**config.mk**
```make
export PLATFORM = sky130hd
export DESIGN_NAME = mita_queue
export DESIGN_NICKNAME = d
export VERILOG_FILES = /design/src/hdl/mita_pkg.sv /design/src/hdl/mita_queue.sv
export SDC_FILE = /design/constraint.sdc
export NUM_CORES = 1
export LEC_CHECK = 0
export BUFFER_PORTS_ARGS = -buffer_cell sky130_fd_sc_hd__buf_2
export CORE_UTILIZATION = 40
export DETAILED_ROUTE_END_ITERATION = 10
export GPL_TIMING_DRIVEN = 1
export PLACE_DENSITY = 0.67
export SETUP_SLACK_MARGIN = 0.2
export SLEW_MARGIN = 40
export SYNTH_ARGS = -nofsm -noshare
export SYNTH_HDL_FRONTEND = slang
export SYNTH_SLANG_ARGS = --single-unit
```
**constraint.sdc**
```tcl
create_clock -name clk -period 5.9 [get_ports clk]
set_input_delay 0.59 -clock clk [delete_from_list [all_inputs] [get_ports clk]]
set_output_delay 0.59 -clock clk [all_outputs]
set_load 0.01 [all_outputs]
```
**src/hdl/mita_pkg.sv**
```systemverilog
package mita_pkg;

  localparam int COORD_BITS_DEF = 10;

  localparam int SUM_W     = 63;
  localparam int NUM_SUMS  = 7;
  localparam int NUM_FACS  = 6;
  localparam int TERM_W    = 3;

  // accumulator order
  localparam logic [TERM_W-1:0] TERM_XX  = 3'd0;
  localparam logic [TERM_W-1:0] TERM_YY  = 3'd1;
  localparam logic [TERM_W-1:0] TERM_ZZ  = 3'd2;
  localparam logic [TERM_W-1:0] TERM_YZ  = 3'd3;
  localparam logic [TERM_W-1:0] TERM_XZ  = 3'd4;
  localparam logic [TERM_W-1:0] TERM_XY  = 3'd5;
  localparam logic [TERM_W-1:0] TERM_VOL = 3'd6;

  localparam int QUEUE_DEPTH = 4;
  localparam int QPTR_W      = 2;
  localparam int QCNT_W      = 3;

  typedef logic signed [SUM_W-1:0] sum_t;

  localparam sum_t SUM_MAX = {1'b0, {(SUM_W-1){1'b1}}};
  localparam sum_t SUM_MIN = {1'b1, {(SUM_W-1){1'b0}}};

  typedef struct packed {
    logic              not_empty;
    logic [QCNT_W-1:0] count;
  } q_stat_t;

  // triple product a.(b x c) fits 3n+1 signed bits
  function automatic int det_width(input int n);
    return 3 * n + 1;
  endfunction

  // 2*(S_u+S_v) and -P_uv both fit 2n+4 signed bits
  function automatic int fac_width(input int n);
    return 2 * n + 4;
  endfunction

  // queue entry: {last, det, f5 .. f0}
  function automatic int entry_width(input int n);
    return 1 + det_width(n) + NUM_FACS * fac_width(n);
  endfunction

  function automatic sum_t sat_add(input sum_t a, input sum_t b);
    logic signed [SUM_W:0] s;
    s = (SUM_W+1)'(a) + (SUM_W+1)'(b);
    if (s[SUM_W] != s[SUM_W-1])
      return s[SUM_W] ? SUM_MIN : SUM_MAX;
    return s[SUM_W-1:0];
  endfunction

  function automatic sum_t clamp64(input logic signed [63:0] v);
    if (v[63] != v[62])
      return v[63] ? SUM_MIN : SUM_MAX;
    return v[SUM_W-1:0];
  endfunction

endpackage

```
**src/hdl/mita_queue.sv**
```systemverilog
module mita_queue #(
  parameter int WIDTH = mita_pkg::entry_width(mita_pkg::COORD_BITS_DEF)
) (
  input  logic               clk,
  input  logic               rst,
  input  logic               push,
  input  logic [WIDTH-1:0]   wr_data,
  input  logic               pop,
  output logic [WIDTH-1:0]   rd_data,
  output mita_pkg::q_stat_t  stat
);

  logic [WIDTH-1:0]                  mem [mita_pkg::QUEUE_DEPTH];
  logic [mita_pkg::QPTR_W-1:0]       wr_ptr;
  logic [mita_pkg::QPTR_W-1:0]       rd_ptr;
  logic [mita_pkg::QCNT_W-1:0]       count;

  always_ff @(posedge clk) begin
    if (rst) begin
      wr_ptr <= '0;
      rd_ptr <= '0;
      count  <= '0;
    end else begin
      if (push) wr_ptr <= wr_ptr + mita_pkg::QPTR_W'(1);
      if (pop)  rd_ptr <= rd_ptr + mita_pkg::QPTR_W'(1);
      if (push && !pop)
        count <= count + mita_pkg::QCNT_W'(1);
      else if (pop && !push)
        count <= count - mita_pkg::QCNT_W'(1);
    end
    if (push) mem[wr_ptr] <= wr_data;
  end

  assign rd_data        = mem[rd_ptr];
  assign stat.not_empty = (count != '0);
  assign stat.count     = count;

  a_no_overflow: assert property (@(posedge clk) disable iff (rst)
    !(push && !pop && count == mita_pkg::QCNT_W'(mita_pkg::QUEUE_DEPTH)))
    else $error("queue push while full");

  a_no_underflow: assert property (@(posedge clk) disable iff (rst)
    !(pop && count == '0))
    else $error("queue pop while empty");

endmodule

```
== Yosys cells after proc, flatten, opt, wreduce, memory -nomap -nowiden ==
Memory sizes are Yosys's and may differ from the RTL's. A register that Yosys moved wholly into a read port is not among the register bits.
Cells that the tools add are included.
Storage, ports and cells
  register bits: 7
  bits in writable memories: 704
  bits of input ports: 180
  output and inout port bits: 180
  memories kept: 1
Memories
  mem: depth 4, width 176, rd ports 1, clocked after memory_dff 1, write ports 1, line mita_queue.sv:13  | logic [WIDTH-1:0] mem [mita_pkg::QUEUE_DEPTH];
Cells by class
  add/subtract/negate cells: 4
  mux-type cells: 6
  reductions and logical operators: 6
Operators by type and width (number)
  2-to-1 mux 3 bit: 2
  adder 2 x 1 -> 2 bit, second input constant: 2
  2-to-1 mux 2 bit: 2
  adder 3 x 1 -> 3 bit, second input constant: 1
  nonzero test 3 bit: 1
  subtractor 3 x 1 -> 3 bit, second input constant: 1
  logical AND 1 bit: 2
  zero test 1 bit: 2
  2-to-1 mux 1 bit: 2
  nonzero test 2 bit: 1

== Logic depth before layout (Yosys ltp) ==
  word-level depth: 4
  gate-level depth with buffers: 7
  mapped depth without buffers: 7

== Least setup slack after synthesis ==
OpenSTA, ideal clock, no wires.
  kind: in2reg
  from: input push
  to: memory mem[0][0] (netlist bit) (enable)
  setup time: 0.557 ns
  arrival time: 4.593 ns
  slack: 0.751 ns
  cell stages on the path: 1
  buffers on the path: 0
  path through: and2_1
On the way
  cells in the longest elaborated chain, start to end: 2
RTL lines
  start, declared: line mita_queue.sv:6  | input logic push,
  2-to-1 mux 1 bit: line mita_queue.sv:31  | if (push) mem[wr_ptr] <= wr_data;
  2-to-1 mux 1 bit (implied by the code): line mita_queue.sv:31
  end, declared: line mita_queue.sv:13
Every way passes these cells.

==> impl_results.md <==
- Slew margin rel.: 45.22%
- Initial core utilization: roughly two fifths
- Setup tns final: 0 ns
- Die width: ~260 um
- Post-synthesis mux area share: 15.42%
- Average wire per standard cell: about 22 um
- Resized Gates After CTS: 0
- Total Routing Usage GR: ~15%
- F_max: 292.7 MHz
- Sequential share of power: between 50% and 60%
- Final GP Congestion: roughly 0.71
- Post-route ant nets: 0
- Synthesis-to-layout area growth: 20.64%
- Critical path peak fanout: roughly 60
- Io pins: between 300 and 400
- Clk_lat worst skew: 0.61 ns
- 1st-iter DRT viols: between 600 and 700
- FF+latch count, synth: between 700 and 800
- CTS Root Cell: clkbuf_16
- CP required: approximately 5.3 ns
- Setup-failing EPs final: 0
- Crit path DAT: ~2.8 ns
- Startpoint Class: register
- Iteration count of the initial detailed-routing pass: 5
- Leak Pwr: between 10 and 15 nW
- Vias in the first global route: roughly 12,000
- Rows: 92
- Net switching power: 2.507 mW
- Clock Skew: between 0.015 and 0.02 ns
- Largest family of logic cells by synthesized area: multiplexers
- Overflow after GRT: 0
- Slew at the pin closest to its max-slew limit: 0.8217 ns
- Buffers on Ports: between 300 and 400
- Min cycle time layout: 3.417 ns
- Worst Hold Class: input pin to register
- Reg2reg path depth: 4
- Critical Path End Type: primary output
- Count of cell types in the netlist: 19
- Reg clk slew, reported paths: 0.06 ns
- Post-Synth XOR/XNOR Area: less than 1%
- Final worst-path cycle share: 57.91%
- CP Class: register to primary output
- Status: completed
- Nets: between 1,500 and 2,000
- Post CTS Setup Buffer Count: 0
- Post-synthesis adder-cell area fraction: less than 1%
- Internal: 9.047 mW
- Commonest non-fill, non-tap cells in the layout: edfxtp_1, buf_2, mux4_2
- Max Cap Violations: 0
- Clock Path Buffers: 3
- Largest net degree at the start of global routing: a little over 100
- Register area share after synthesis: between 80% and 90%
- Share of post-route cells with drive strength above 1: a little under half
- Pwr Density: roughly 370 mW/mm^2
- Num CTS Buffers: 76
- CTS sink cnt: 713
- Comb pwr share: a little under a tenth
- Peak supply drop: approximately 0.20 mV
- Synth Area in Compound Gates: 0.03874%
- Synth Area per Inst: roughly 27 um^2
- Via-per-instance ratio: ~5.0
- First-pass GRT wire length: 76,400 um
- Post-Syn Nets: between 1,000 and 1,500
- Post-Synth Simple-Gate Area: less than 1%
- Hold depth: 1
- Antenna violations before repair: 16
- Final hold violations: 0
- Power share of the clock group: between 30% and 40%
- Post-Syn Area: 0.02584 mm^2
- Synth warnings: 0
- Commonest non-fill, non-tap cell in the layout: edfxtp_1
- Routed vias: between 10,000 and 15,000
- Wirelength, routed: ~50,000 um
- Die height: 256.1 um
- H-tree levels: 3
- DRC Markers: 0
- Die ar.: 0.06561 mm^2
- Syn Inst Count: between 900 and 1,000
- Cts hold-fix bufs: 0
- CTS tree: done
- Core box area: roughly 0.063 mm^2
- DP HPWL: between 20,000 and 30,000 um
- Sw Share: a little over a fifth
- Final hold slack: just under 0.2 ns
- RSZ-0062 raised after global routing: no
- Slew Limit Fails: 0
## cell families (layout without fill, tap and decap cells)
kind of cell	count (synthesis)	in the layout
other	0	8
AND/OR/NAND/NOR	14	14
flip-flops	713	713
buffers and inverters	45	517
multiplexers	178	178
XOR/XNOR	5	5
adder cells (fa/ha/maj)	6	6
AO/OA/AOI/OAI	2	2
## metal layers
layer	vias up	global-route usage, %	wire (um)
met5	-	0	118
met2	379	24.62	24680
met4	20	5.522	1179
li1	5018	-	-
met1	5982	19.89	20050
met3	99	4.942	4002
## power by group through the flow
stage	registers (mW)	clock network (mW)	logic, mW
final	5.89	4.61	1.05
after floorplan	6.01	0	0.633
after detailed placement	6.01	0	1.06
after global placement	6.00	0	1.04
after CTS	5.90	4.75	1.07
after global routing	5.91	4.94	1.13
## cell type report
class                   count  area (um^2)
clock inverters            46        451.7
well taps                 846         1059
flip-flops and latches    713        21330
repair buffers            378         2093
multi-input cells         205         4198
clock buffers              89         2003
inverters                   4        15.01
diodes                      8        20.02
fillers                  5076        32260
## worst max-delay path: stages, from the launching register on
cell     delay (ns)
dfxtp_4        0.67
buf_12         0.29
buf_12         0.39
mux4_2         0.62
buf_2          0.16
## worst paths after layout
path / from / to / slack (ns)
worst min register to register: count[2] / count[2] / 0.53
worst max-delay path: register / rd_data[137] / 2.48
worst min-delay path: wr_data[25] / mem[1][25] / 0.20
worst max register to register: wr_ptr[0] / mem[3][61] / 3.58
## state kept, by name, summed over array words and instances (netlist names), named ones only
| register | flops |
|---|---|
| wr_ptr | 2 |
| mem | 704 |
| count | 3 |
| rd_ptr | 2 |
## stage by stage
stage | area [um^2] | worst slack [ns] | instances | utilization, % | power, mW
floorplan | 25840 | 0.7505 | 963 | - | 6.639
global placement | 28590 | 2.887 | 2141 | 45.07 | 7.038
detailed placement | 28630 | 2.985 | 2143 | 45.14 | 7.072
CTS | 31090 | 2.338 | 2278 | 49.01 | 11.72
global route | 31160 | 2.250 | 2286 | 49.13 | 11.98
finish | 31170 | 2.483 | 2289 | 49.14 | 11.55
## cells in the mapped netlist
| cell | number | area [um^2] |
|---|---|---|
| dfxtp_1 | 9 | 180.2 |
| and2_1 | 4 | 25.02 |
| xor2_1 | 3 | 26.28 |
| buf_4 | 2 | 15.01 |
| clkbuf_1 | 3 | 11.26 |
| a21oi_1 | 1 | 5.000 |
| or3_1 | 2 | 12.51 |
| o21ai_0 | 1 | 5.000 |
| xnor2_1 | 2 | 17.52 |
| edfxtp_1 | 704 | 21140 |
| buf_2 | 19 | 95.09 |
| mux4_2 | 176 | 3964 |
| inv_1 | 4 | 15.01 |
| fa_1 | 1 | 20.02 |
| ha_1 | 5 | 62.56 |
| nand2_1 | 1 | 3.750 |
| mux2i_1 | 2 | 20.02 |
| buf_6 | 17 | 191.4 |
| nor2_1 | 7 | 26.28 |
Note: power is estimated with default switching activity, not from simulation.
