===== src/hdl/mita_pkg.sv =====
package mita_pkg;

  localparam int COORD_BITS_DEF = 10;

  localparam int SUM_W     = 63;
  localparam int NUM_SUMS  = 7;
  localparam int NUM_FACS  = 6;
  localparam int TERM_W    = 3;

  // accumulator order
  localparam logic [TERM_W-1:0] TERM_XX  = 3'd0;
  localparam logic [TERM_W-1:0] TERM_YY  = 3'd1;
  localparam logic [TERM_W-1:0] TERM_ZZ  = 3'd2;
  localparam logic [TERM_W-1:0] TERM_YZ  = 3'd3;
  localparam logic [TERM_W-1:0] TERM_XZ  = 3'd4;
  localparam logic [TERM_W-1:0] TERM_XY  = 3'd5;
  localparam logic [TERM_W-1:0] TERM_VOL = 3'd6;

  localparam int QUEUE_DEPTH = 4;
  localparam int QPTR_W      = 2;
  localparam int QCNT_W      = 3;

  typedef logic signed [SUM_W-1:0] sum_t;

  localparam sum_t SUM_MAX = {1'b0, {(SUM_W-1){1'b1}}};
  localparam sum_t SUM_MIN = {1'b1, {(SUM_W-1){1'b0}}};

  typedef struct packed {
    logic              not_empty;
    logic [QCNT_W-1:0] count;
  } q_stat_t;

  // triple product a.(b x c) fits 3n+1 signed bits
  function automatic int det_width(input int n);
    return 3 * n + 1;
  endfunction

  // 2*(S_u+S_v) and -P_uv both fit 2n+4 signed bits
  function automatic int fac_width(input int n);
    return 2 * n + 4;
  endfunction

  // queue entry: {last, det, f5 .. f0}
  function automatic int entry_width(input int n);
    return 1 + det_width(n) + NUM_FACS * fac_width(n);
  endfunction

  function automatic sum_t sat_add(input sum_t a, input sum_t b);
    logic signed [SUM_W:0] s;
    s = (SUM_W+1)'(a) + (SUM_W+1)'(b);
    if (s[SUM_W] != s[SUM_W-1])
      return s[SUM_W] ? SUM_MIN : SUM_MAX;
    return s[SUM_W-1:0];
  endfunction

  function automatic sum_t clamp64(input logic signed [63:0] v);
    if (v[63] != v[62])
      return v[63] ? SUM_MIN : SUM_MAX;
    return v[SUM_W-1:0];
  endfunction

endpackage


===== src/hdl/mita_back.sv =====
module mita_back #(
  parameter int COORD_BITS = mita_pkg::COORD_BITS_DEF
) (
  input  logic                                          clk,
  input  logic                                          rst,
  input  mita_pkg::q_stat_t                             q_stat,
  input  logic [mita_pkg::entry_width(COORD_BITS)-1:0]  q_entry,
  output logic                                          q_pop,
  output logic                                          out_valid,
  input  logic                                          out_stall,
  output mita_pkg::sum_t                                out_sum [mita_pkg::NUM_SUMS]
);

  localparam int N  = COORD_BITS;
  localparam int DW = mita_pkg::det_width(N);
  localparam int FW = mita_pkg::fac_width(N);
  localparam int EW = mita_pkg::entry_width(N);
  localparam int LW = DW / 2;
  localparam int HW = DW - LW;
  localparam int PW = 5 * N + 4;

  logic                 head_last;
  logic signed [DW-1:0] head_det;
  logic signed [FW-1:0] fac [mita_pkg::NUM_SUMS];
  logic signed [FW-1:0] fsel;

  logic [mita_pkg::TERM_W-1:0] k;
  logic hold, issue, load;

  // product stage
  logic                        p_valid;
  logic                        p_last;
  logic [mita_pkg::TERM_W-1:0] p_k;
  logic signed [LW+FW:0]       p_lo, p_lo_next;
  logic signed [HW+FW-1:0]     p_hi, p_hi_next;

  // term stage
  logic                        t_valid;
  logic                        t_last;
  logic [mita_pkg::TERM_W-1:0] t_k;
  mita_pkg::sum_t              t_val;

  logic signed [PW-1:0] prod;
  mita_pkg::sum_t       acc     [mita_pkg::NUM_SUMS];
  mita_pkg::sum_t       acc_new [mita_pkg::NUM_SUMS];
  mita_pkg::sum_t       acc_sum;

  assign head_last = q_entry[EW-1];
  assign head_det  = q_entry[EW-2 -: DW];

  always_comb begin
    for (int i = 0; i < mita_pkg::NUM_FACS; i++)
      fac[i] = q_entry[i*FW +: FW];
    fac[mita_pkg::TERM_VOL] = FW'(1);
    fsel = fac[k];
  end

  // wide product split over two multipliers, recombined next stage
  assign p_lo_next = (LW+FW+1)'($signed({1'b0, head_det[LW-1:0]})) * (LW+FW+1)'(fsel);
  assign p_hi_next = (HW+FW)'($signed(head_det[DW-1:LW])) * (HW+FW)'(fsel);

  // freeze the back pipe while a finished total cannot leave
  assign hold  = t_valid && t_last && out_valid && out_stall;
  assign issue = q_stat.not_empty && !hold;
  assign q_pop = issue && (k == mita_pkg::TERM_VOL);
  assign load  = !hold && t_valid && t_last;

  assign prod = (PW'(p_hi) <<< LW) + PW'(p_lo);

  always_comb begin
    acc_sum = mita_pkg::sat_add(acc[t_k], t_val);
    for (int i = 0; i < mita_pkg::NUM_SUMS; i++)
      acc_new[i] = (t_k == mita_pkg::TERM_W'(i)) ? acc_sum : acc[i];
  end

  always_ff @(posedge clk) begin
    if (rst) begin
      k         <= '0;
      p_valid   <= 1'b0;
      t_valid   <= 1'b0;
      out_valid <= 1'b0;
      for (int i = 0; i < mita_pkg::NUM_SUMS; i++)
        acc[i] <= '0;
    end else begin
      if (!hold) begin
        p_valid <= issue;
        t_valid <= p_valid;
        if (issue)
          k <= q_pop ? '0 : k + mita_pkg::TERM_W'(1);
        if (t_valid) begin
          if (t_last) begin
            for (int i = 0; i < mita_pkg::NUM_SUMS; i++)
              acc[i] <= '0;
          end else begin
            acc[t_k] <= acc_sum;
          end
        end
      end
      if (load)
        out_valid <= 1'b1;
      else if (!out_stall)
        out_valid <= 1'b0;
    end

    if (!hold) begin
      p_last <= q_pop && head_last;
      p_k    <= k;
      p_lo   <= p_lo_next;
      p_hi   <= p_hi_next;
      t_last <= p_last;
      t_k    <= p_k;
      t_val  <= mita_pkg::clamp64(64'(prod));
    end
    if (load) begin
      for (int i = 0; i < mita_pkg::NUM_SUMS; i++)
        out_sum[i] <= acc_new[i];
    end
  end

  a_hold_keeps_total: assert property (@(posedge clk) disable iff (rst)
    hold |=> (t_valid && t_last && out_valid))
    else $error("pending total lost while output stalled");

  a_pop_on_last_term: assert property (@(posedge clk) disable iff (rst)
    q_pop |-> (k == mita_pkg::TERM_VOL && q_stat.not_empty))
    else $error("queue entry released before all terms issued");

endmodule


===== config.mk =====
export PLATFORM = sky130hd
export DESIGN_NAME = mita_back
export DESIGN_NICKNAME = d
export VERILOG_FILES = /design/src/hdl/mita_pkg.sv /design/src/hdl/mita_back.sv
export SDC_FILE = /design/constraint.sdc
export NUM_CORES = 2
export LEC_CHECK = 0
export BUFFER_PORTS_ARGS = -buffer_cell sky130_fd_sc_hd__buf_2
export CAP_MARGIN = 5
export CORE_UTILIZATION = 23
export CTS_CLUSTER_DIAMETER = 120
export DETAILED_ROUTE_END_ITERATION = 12
export SYNTH_ARGS = -nofsm -noshare
export SYNTH_HDL_FRONTEND = slang
export SYNTH_SLANG_ARGS = --single-unit

===== constraint.sdc =====
create_clock -name clk -period 39 [get_ports clk]
set_input_delay 3.9 -clock clk [delete_from_list [all_inputs] [get_ports clk]]
set_output_delay 3.9 -clock clk [all_outputs]
set_load 0.02 [all_outputs]

# --- Word-level counts from Yosys, hierarchy flattened ---
# Memories as Yosys holds them, arrays and structs flattened. A register that Yosys moved wholly into a read port is not among the register bits.
# Cells that the tools add are included.
# W data, S select, Z words.
word_totals:
  regBits: 597
  ram_bits: 441
  inputBits: 183
  wordCells: 97
  mem_count: 1
classes:
  add_sub_neg: 3
  mul: 2
  order_cmp: 1
  n_eq_ne: 9
  muxes: 42
  bitwise_logic: 9
  reduce_logical: 12
mem_list:
  columns: ["memory", "words", "width", "read_ports", "rd_ports_with_merged_regs", "write_ports", "line", "text"]
  rows:
  - ["acc", 7, 63, 8, 1, 7, "mita_back.sv:44", "mita_pkg::sum_t acc [mita_pkg::NUM_SUMS];"]
ops:
  columns: ["cell", "n"]
  rows:
  - ["$mux W63", 19]
  - ["$bmux W24 S3", 1]
  - ["$add A63 B63 Y64", 1]
  - ["$reduce_or A63 Y1", 1]
  - ["$add A54 B40 Y54", 1]
  - ["$mux W24", 2]
  - ["$mul A16 B24 Y40", 1]
  - ["$mul A16 B24 Y39", 1]
  - ["$mux W1", 17]
  - ["$eq A3 B3 Y1 const B", 4]
  - ["$mux W3", 3]
  - ["$logic_and A1 B1 Y1", 8]
  - ["$or A1 B1 Y1", 7]
  - ["$eq A3 B2 Y1 const B", 2]
  - ["$ge A4 B4 Y1 const B", 1]
  - ["$not A3 Y4", 1]
  - ["$add A3 B1 Y3 const B", 1]
  - ["$eq A3 B1 Y1 const B", 1]
  - ["$logic_not A3 Y1", 1]
  - ["$ne A2 B1 Y1 const B", 1]
  - ["$reduce_and A2 Y1", 1]
  - ["$logic_not A1 Y1", 1]
  - ["$ne A1 B1 Y1", 1]
  - ["$not A1 Y1", 1]

# --- Depth between registers and ports, before layout ---
logic_depth:
  depth_word: 8
  depth_mapped: 31
  mapped_depth_nobuf: 27

# --- Worst setup path after synthesis ---
# Ideal clock, no wire load.
synth_timing:
  kind: "input port to flip-flop"
  start: "in out_stall"
  end: "mem acc[0][0] (netlist name), enable pin"
  setup_ps: 422
  arrival_time_ps: 30867
  setup_slack_ps: 7711
  path_stages: 3
  cell_sequence: "a21oi_1 nor2_1 nand2_1"
synth_rtl:
  columns: ["item", "line", "text"]
  rows:
  - ["from (decl)", "mita_back.sv:10", "input logic out_stall,"]
  - ["to (decl)", "mita_back.sv:44", null]

# --- Worst setup path in the final report ---
layout_timing:
  start: "in q_entry[30] (netlist name)"
  end: "reg p_lo[36] (data pin)"
layout_via:
  elab_chain_cells: 4
layout_lines:
  columns: ["item", "line", "text"]
  rows:
  - ["from (decl)", "mita_back.sv:7", "input logic [mita_pkg::entry_width(COORD_BITS)-1:0] q_entry,"]
  - ["$bmux W24 S3", "mita_back.sv:55", "fsel = fac[k];"]
  - ["$mux W24 (not written as such) (2 in series)", "mita_back.sv:55", null]
  - ["$mul A16 B24 Y40", "mita_back.sv:59", "assign p_lo_next = (LW+FW+1)'($signed({1'b0, head_det[LW-1:0]})) * (LW+FW+1)'(fsel);"]
  - ["via p_lo_next[36]", "mita_back.sv:34", "logic signed [LW+FW:0] p_lo, p_lo_next;"]
  - ["to (signal assigned)", "mita_back.sv:108", "p_lo <= p_lo_next;"]
  - ["to (decl)", "mita_back.sv:34", null]
# The timed path passes the listed nets, and every way through them passes these cells. The select of a mux whose other input is x is not followed.
# A chain may end at the register's enable or synchronous reset.

==> key figures <==
Layout
  – Layout cells sized above 1: 0.1640
  – Final Instance Area: 89300 um^2
  – Final nets: 8629
  – Synth-to-layout area growth: 14.85%

Die
  – DIE HEIGHT: 583.4 um
  – Total Die Area: 340400 um^2
  – Die width: 583.4 um
  – IO Count: 626
  – Row count: 213
  – Core area: 336600 um^2
  – Starting density of the core: 0.2310

Clock network
  – Setup bufs post-CTS: 0
  – Cts bufs inserted: 106
  – PostCTS Resize Cnt: 0
  – CTS tree: yes
  – Clk_lat worst skew: 0.75 ns
  – CTS Sinks: 1095
  – CTS Buffer Depth: 3
  – Clk slew on worst S/H paths: 0.06 ns
  – Cts hold-fix bufs: 0
  – H-tree Lvls: 3
  – Clock root buffer: clkbuf_16

Placement
  – Placed cell area: 85630 um^2
  – Dpl hpwl: 190400 um
  – Place WS: 26.72 ns
  – PortBufs: 622
  – GPL Wtd Cong: 0.9172

Yosys
  – Register area share after synthesis: 0.4218
  – Async S/R FF share, synth: 0
  – Post-synthesis cell count: 7034
  – Post-Syn Area: 77750 um^2
  – Syn avg cell area: 11.05 um^2
  – Synth cell types: 94
  – Synth Register Bits: 1095
  – Post-Syn Nets: 8234
  – YS warnings: 0
  – Post-synth EDFFs: 1086
  – Predominant post-synthesis flop cell: edfxtp_1

Timing
  – TNS Setup: 0 ns
  – Final number of setup-violating endpoints: 0
  – Worst-Margin Slew: 1.407 ns
  – Final hold vios: 0
  – Max Transition Viols Final: 0
  – Hold slack: 0.4199 ns
  – Final period util: 0.3032
  – FMAX: 84.57 MHz
  – Clock period minus worst slack: 11.83 ns
  – RSZ-0062 raised after global routing: false
  – Slew headroom: 0.04979
  – Clk_skew: 0.05473 ns
  – Min setup slack post-route: 27.18 ns

Run status
  – Status: completed

Setup path
  – WS Path Type: input pin to flop
  – CP delay by family, top: compound AO/OA/AOI/OAI gates
  – WP data arrival: 12.12 ns
  – Worst path bufs/invs: 6
  – Slowest-stage cell, CP: o311ai_0
  – CP max FO: 31
  – Element type at the critical path start: input pin
  – R2r worst-path depth: 26
  – Worst path depth: 26
  – CP max stage delay: 1.26 ns
  – CP Capture Type: flop
  – Most frequent CP cell: fa_1
  – Data required time of the critical path: 39.29 ns

Global route
  – Vias in the first global route: 54.43k
  – First-pass GRT wire length: 374800 um
  – GRT Max-Usage Layer: met2
  – Met2 Track Usage GR: 0.2425
  – M3 GR Usage: 0.02758
  – Total gr overflow: 0
  – Total GRT Usage: 0.1497
  – Pin count of the biggest net entering global routing: 94
  – M1 GR Usage: 0.2032
  – Antenna violations before repair: 48

Drt
  – WL/cell: 21.42 um
  – Via/cell ratio: 4.488
  – Vias after detailed routing: 54.06k
  – Routed Antenna Nets: 0
  – # DRC: 0
  – Initial DRT Pass Iterations: 8
  – Final wirelength: 258000 um
  – Initial DRC Count: 4767

Worst hold path
  – Min-delay worst type: flop to flop
  – Hold Path Depth: 0

Run
  – Maxcap violations: 0
## cell type report
| type | instances | area [um^2] |
|---|---|---|
| Fill cell | 35340 | 247300 |
| Inverter | 933 | 3505 |
| Timing Repair Buffer | 712 | 3814 |
| Tap cell | 4515 | 5649 |
| Clock inverter | 72 | 918.4 |
| Antenna cell | 11 | 27.53 |
| Multi-Input combinational cell | 4581 | 39850 |
| Sequential cell | 1095 | 32810 |
| Clock buffer | 125 | 2724 |
## Yosys cell counts, types with 5 or more instances
cell / count / share of area
a2111oi_0: 5 / 0.00056
a211o_1: 5 / 0.00056
a211oi_1: 15 / 0.0014
a21boi_0: 7 / 0.00068
a21o_1: 74 / 0.0071
a21oi_1: 191 / 0.012
a31oi_1: 12 / 0.00097
and2_1: 284 / 0.023
and3_1: 23 / 0.0019
and4_1: 7 / 0.00079
buf_1: 18 / 0.00087
buf_2: 35 / 0.0023
buf_4: 30 / 0.0029
buf_6: 10 / 0.0014
clkbuf_1: 327 / 0.016
dfxtp_1: 9 / 0.0023
edfxtp_1: 1086 / 0.42
fa_1: 720 / 0.19
ha_1: 297 / 0.048
inv_1: 931 / 0.045
mux2_2: 72 / 0.010
mux2i_1: 29 / 0.0037
mux4_2: 150 / 0.043
nand2_1: 993 / 0.048
nand2b_1: 31 / 0.0025
nand3_1: 49 / 0.0032
nand4_1: 16 / 0.0013
nor2_1: 558 / 0.027
nor2b_1: 43 / 0.0035
nor3_1: 38 / 0.0024
o211ai_1: 12 / 0.0012
o21a_1: 19 / 0.0018
o21ai_0: 448 / 0.029
o21ai_1: 98 / 0.0063
o21ai_2: 43 / 0.0048
o21bai_1: 27 / 0.0026
o31a_1: 10 / 0.0011
o31ai_1: 13 / 0.0013
or2_2: 15 / 0.0012
or3_1: 9 / 0.00072
xnor2_1: 126 / 0.014
xor2_1: 45 / 0.0051
## state kept, by name (all words and copies together) (netlist names), named ones only
signal,count
p_last,1
t_last,1
t_valid,1
k,3
p_k,3
t_k,3
t_val,54
p_valid,1
out_valid,1
acc,504
out_sum,441
p_lo,40
p_hi,39
## cells by family after synthesis
group | count (synthesis) | share of synthesized area
AOI/OAI and AO/OA | 1044 | 0.08051
DFF | 1095 | 0.4218
buffers and inverters | 1358 | 0.06897
adders and majority gates | 1021 | 0.2337
xor gates and xnor gates | 171 | 0.01926
muxes | 251 | 0.05761
and+or+nand+nor | 2094 | 0.1182
## worst reg2reg max path: stages (launching register included)
cell and delay (ns):
dfxtp_4 0.62, buf_4 0.58, mux4_2 0.59, nand2_1 0.10, o21ai_2 0.07, buf_4 0.29
and2_1 0.30, fa_1 0.53, inv_1 0.05, fa_1 0.53, inv_1 0.04, ha_1 0.18
fa_1 0.47, inv_1 0.06, fa_1 0.53, inv_1 0.05, fa_1 0.44, ha_1 0.34
o21ai_0 0.10, a21boi_0 0.53, nand2_1 0.14, or3_1 0.38, o21ba_2 0.24, o21ai_0 0.44
a21o_1 0.28, o21ai_0 0.31, o311ai_0 1.26
## metrics by stage
step,util,std cells
3_3_place_gp,0.2544,11840
6_report,0.2653,12040
5_1_grt,0.2652,12040
2_1_floorplan,-,7034
3_5_place_dp,0.2544,11840
4_1_cts,0.2652,12030
## cells in the final DEF (no fill, tap or decap), types with 19 or more instances in the layout
cell	netlist	routed
a21o_1	74	74
buf_4	30	88
and2_1	284	284
buf_2	35	622
o21ai_0	448	426
nand3_1	49	49
nor3_1	38	38
o21bai_1	27	27
mux2i_1	29	29
nand2b_1	31	31
inv_1	931	931
o21ai_2	43	65
clkbuf_1	327	19
nor2b_1	43	43
mux2_2	72	72
clkbuf_16	0	106
ha_1	297	297
nand2_1	993	977
o21a_1	19	19
nor2_1	558	557
and3_1	23	23
mux4_2	150	150
o21ai_1	98	98
edfxtp_1	1086	1086
xor2_1	45	45
xnor2_1	126	126
fa_1	720	720
a21oi_1	191	189
## per-layer routing
| metal | up-vias | share of wire |
|---|---|---|
| met5 | - | 0.00087 |
| met4 | 36 | 0.030 |
| met3 | 321 | 0.084 |
| met2 | 2331 | 0.46 |
| met1 | 27200 | 0.43 |
| li1 | 24170 | - |
## worst paths after layout
check | startpoint | to | slack [ns]
setup / recovery | q_entry[30] | p_lo[36]$_DFFE_PN_ | 27.18
hold / removal | p_lo[13]$_DFFE_PN_ | t_val[13]$_DFFE_PN_ | 0.42
setup reg to reg | k[0]$_SDFFE_PP0P_ | p_lo[36]$_DFFE_PN_ | 29.13
hold reg to reg | p_lo[13]$_DFFE_PN_ | t_val[13]$_DFFE_PN_ | 0.42
Power is not shown: default switching activity piles up to over one toggle a cycle in this logic, so the estimate is an artifact.
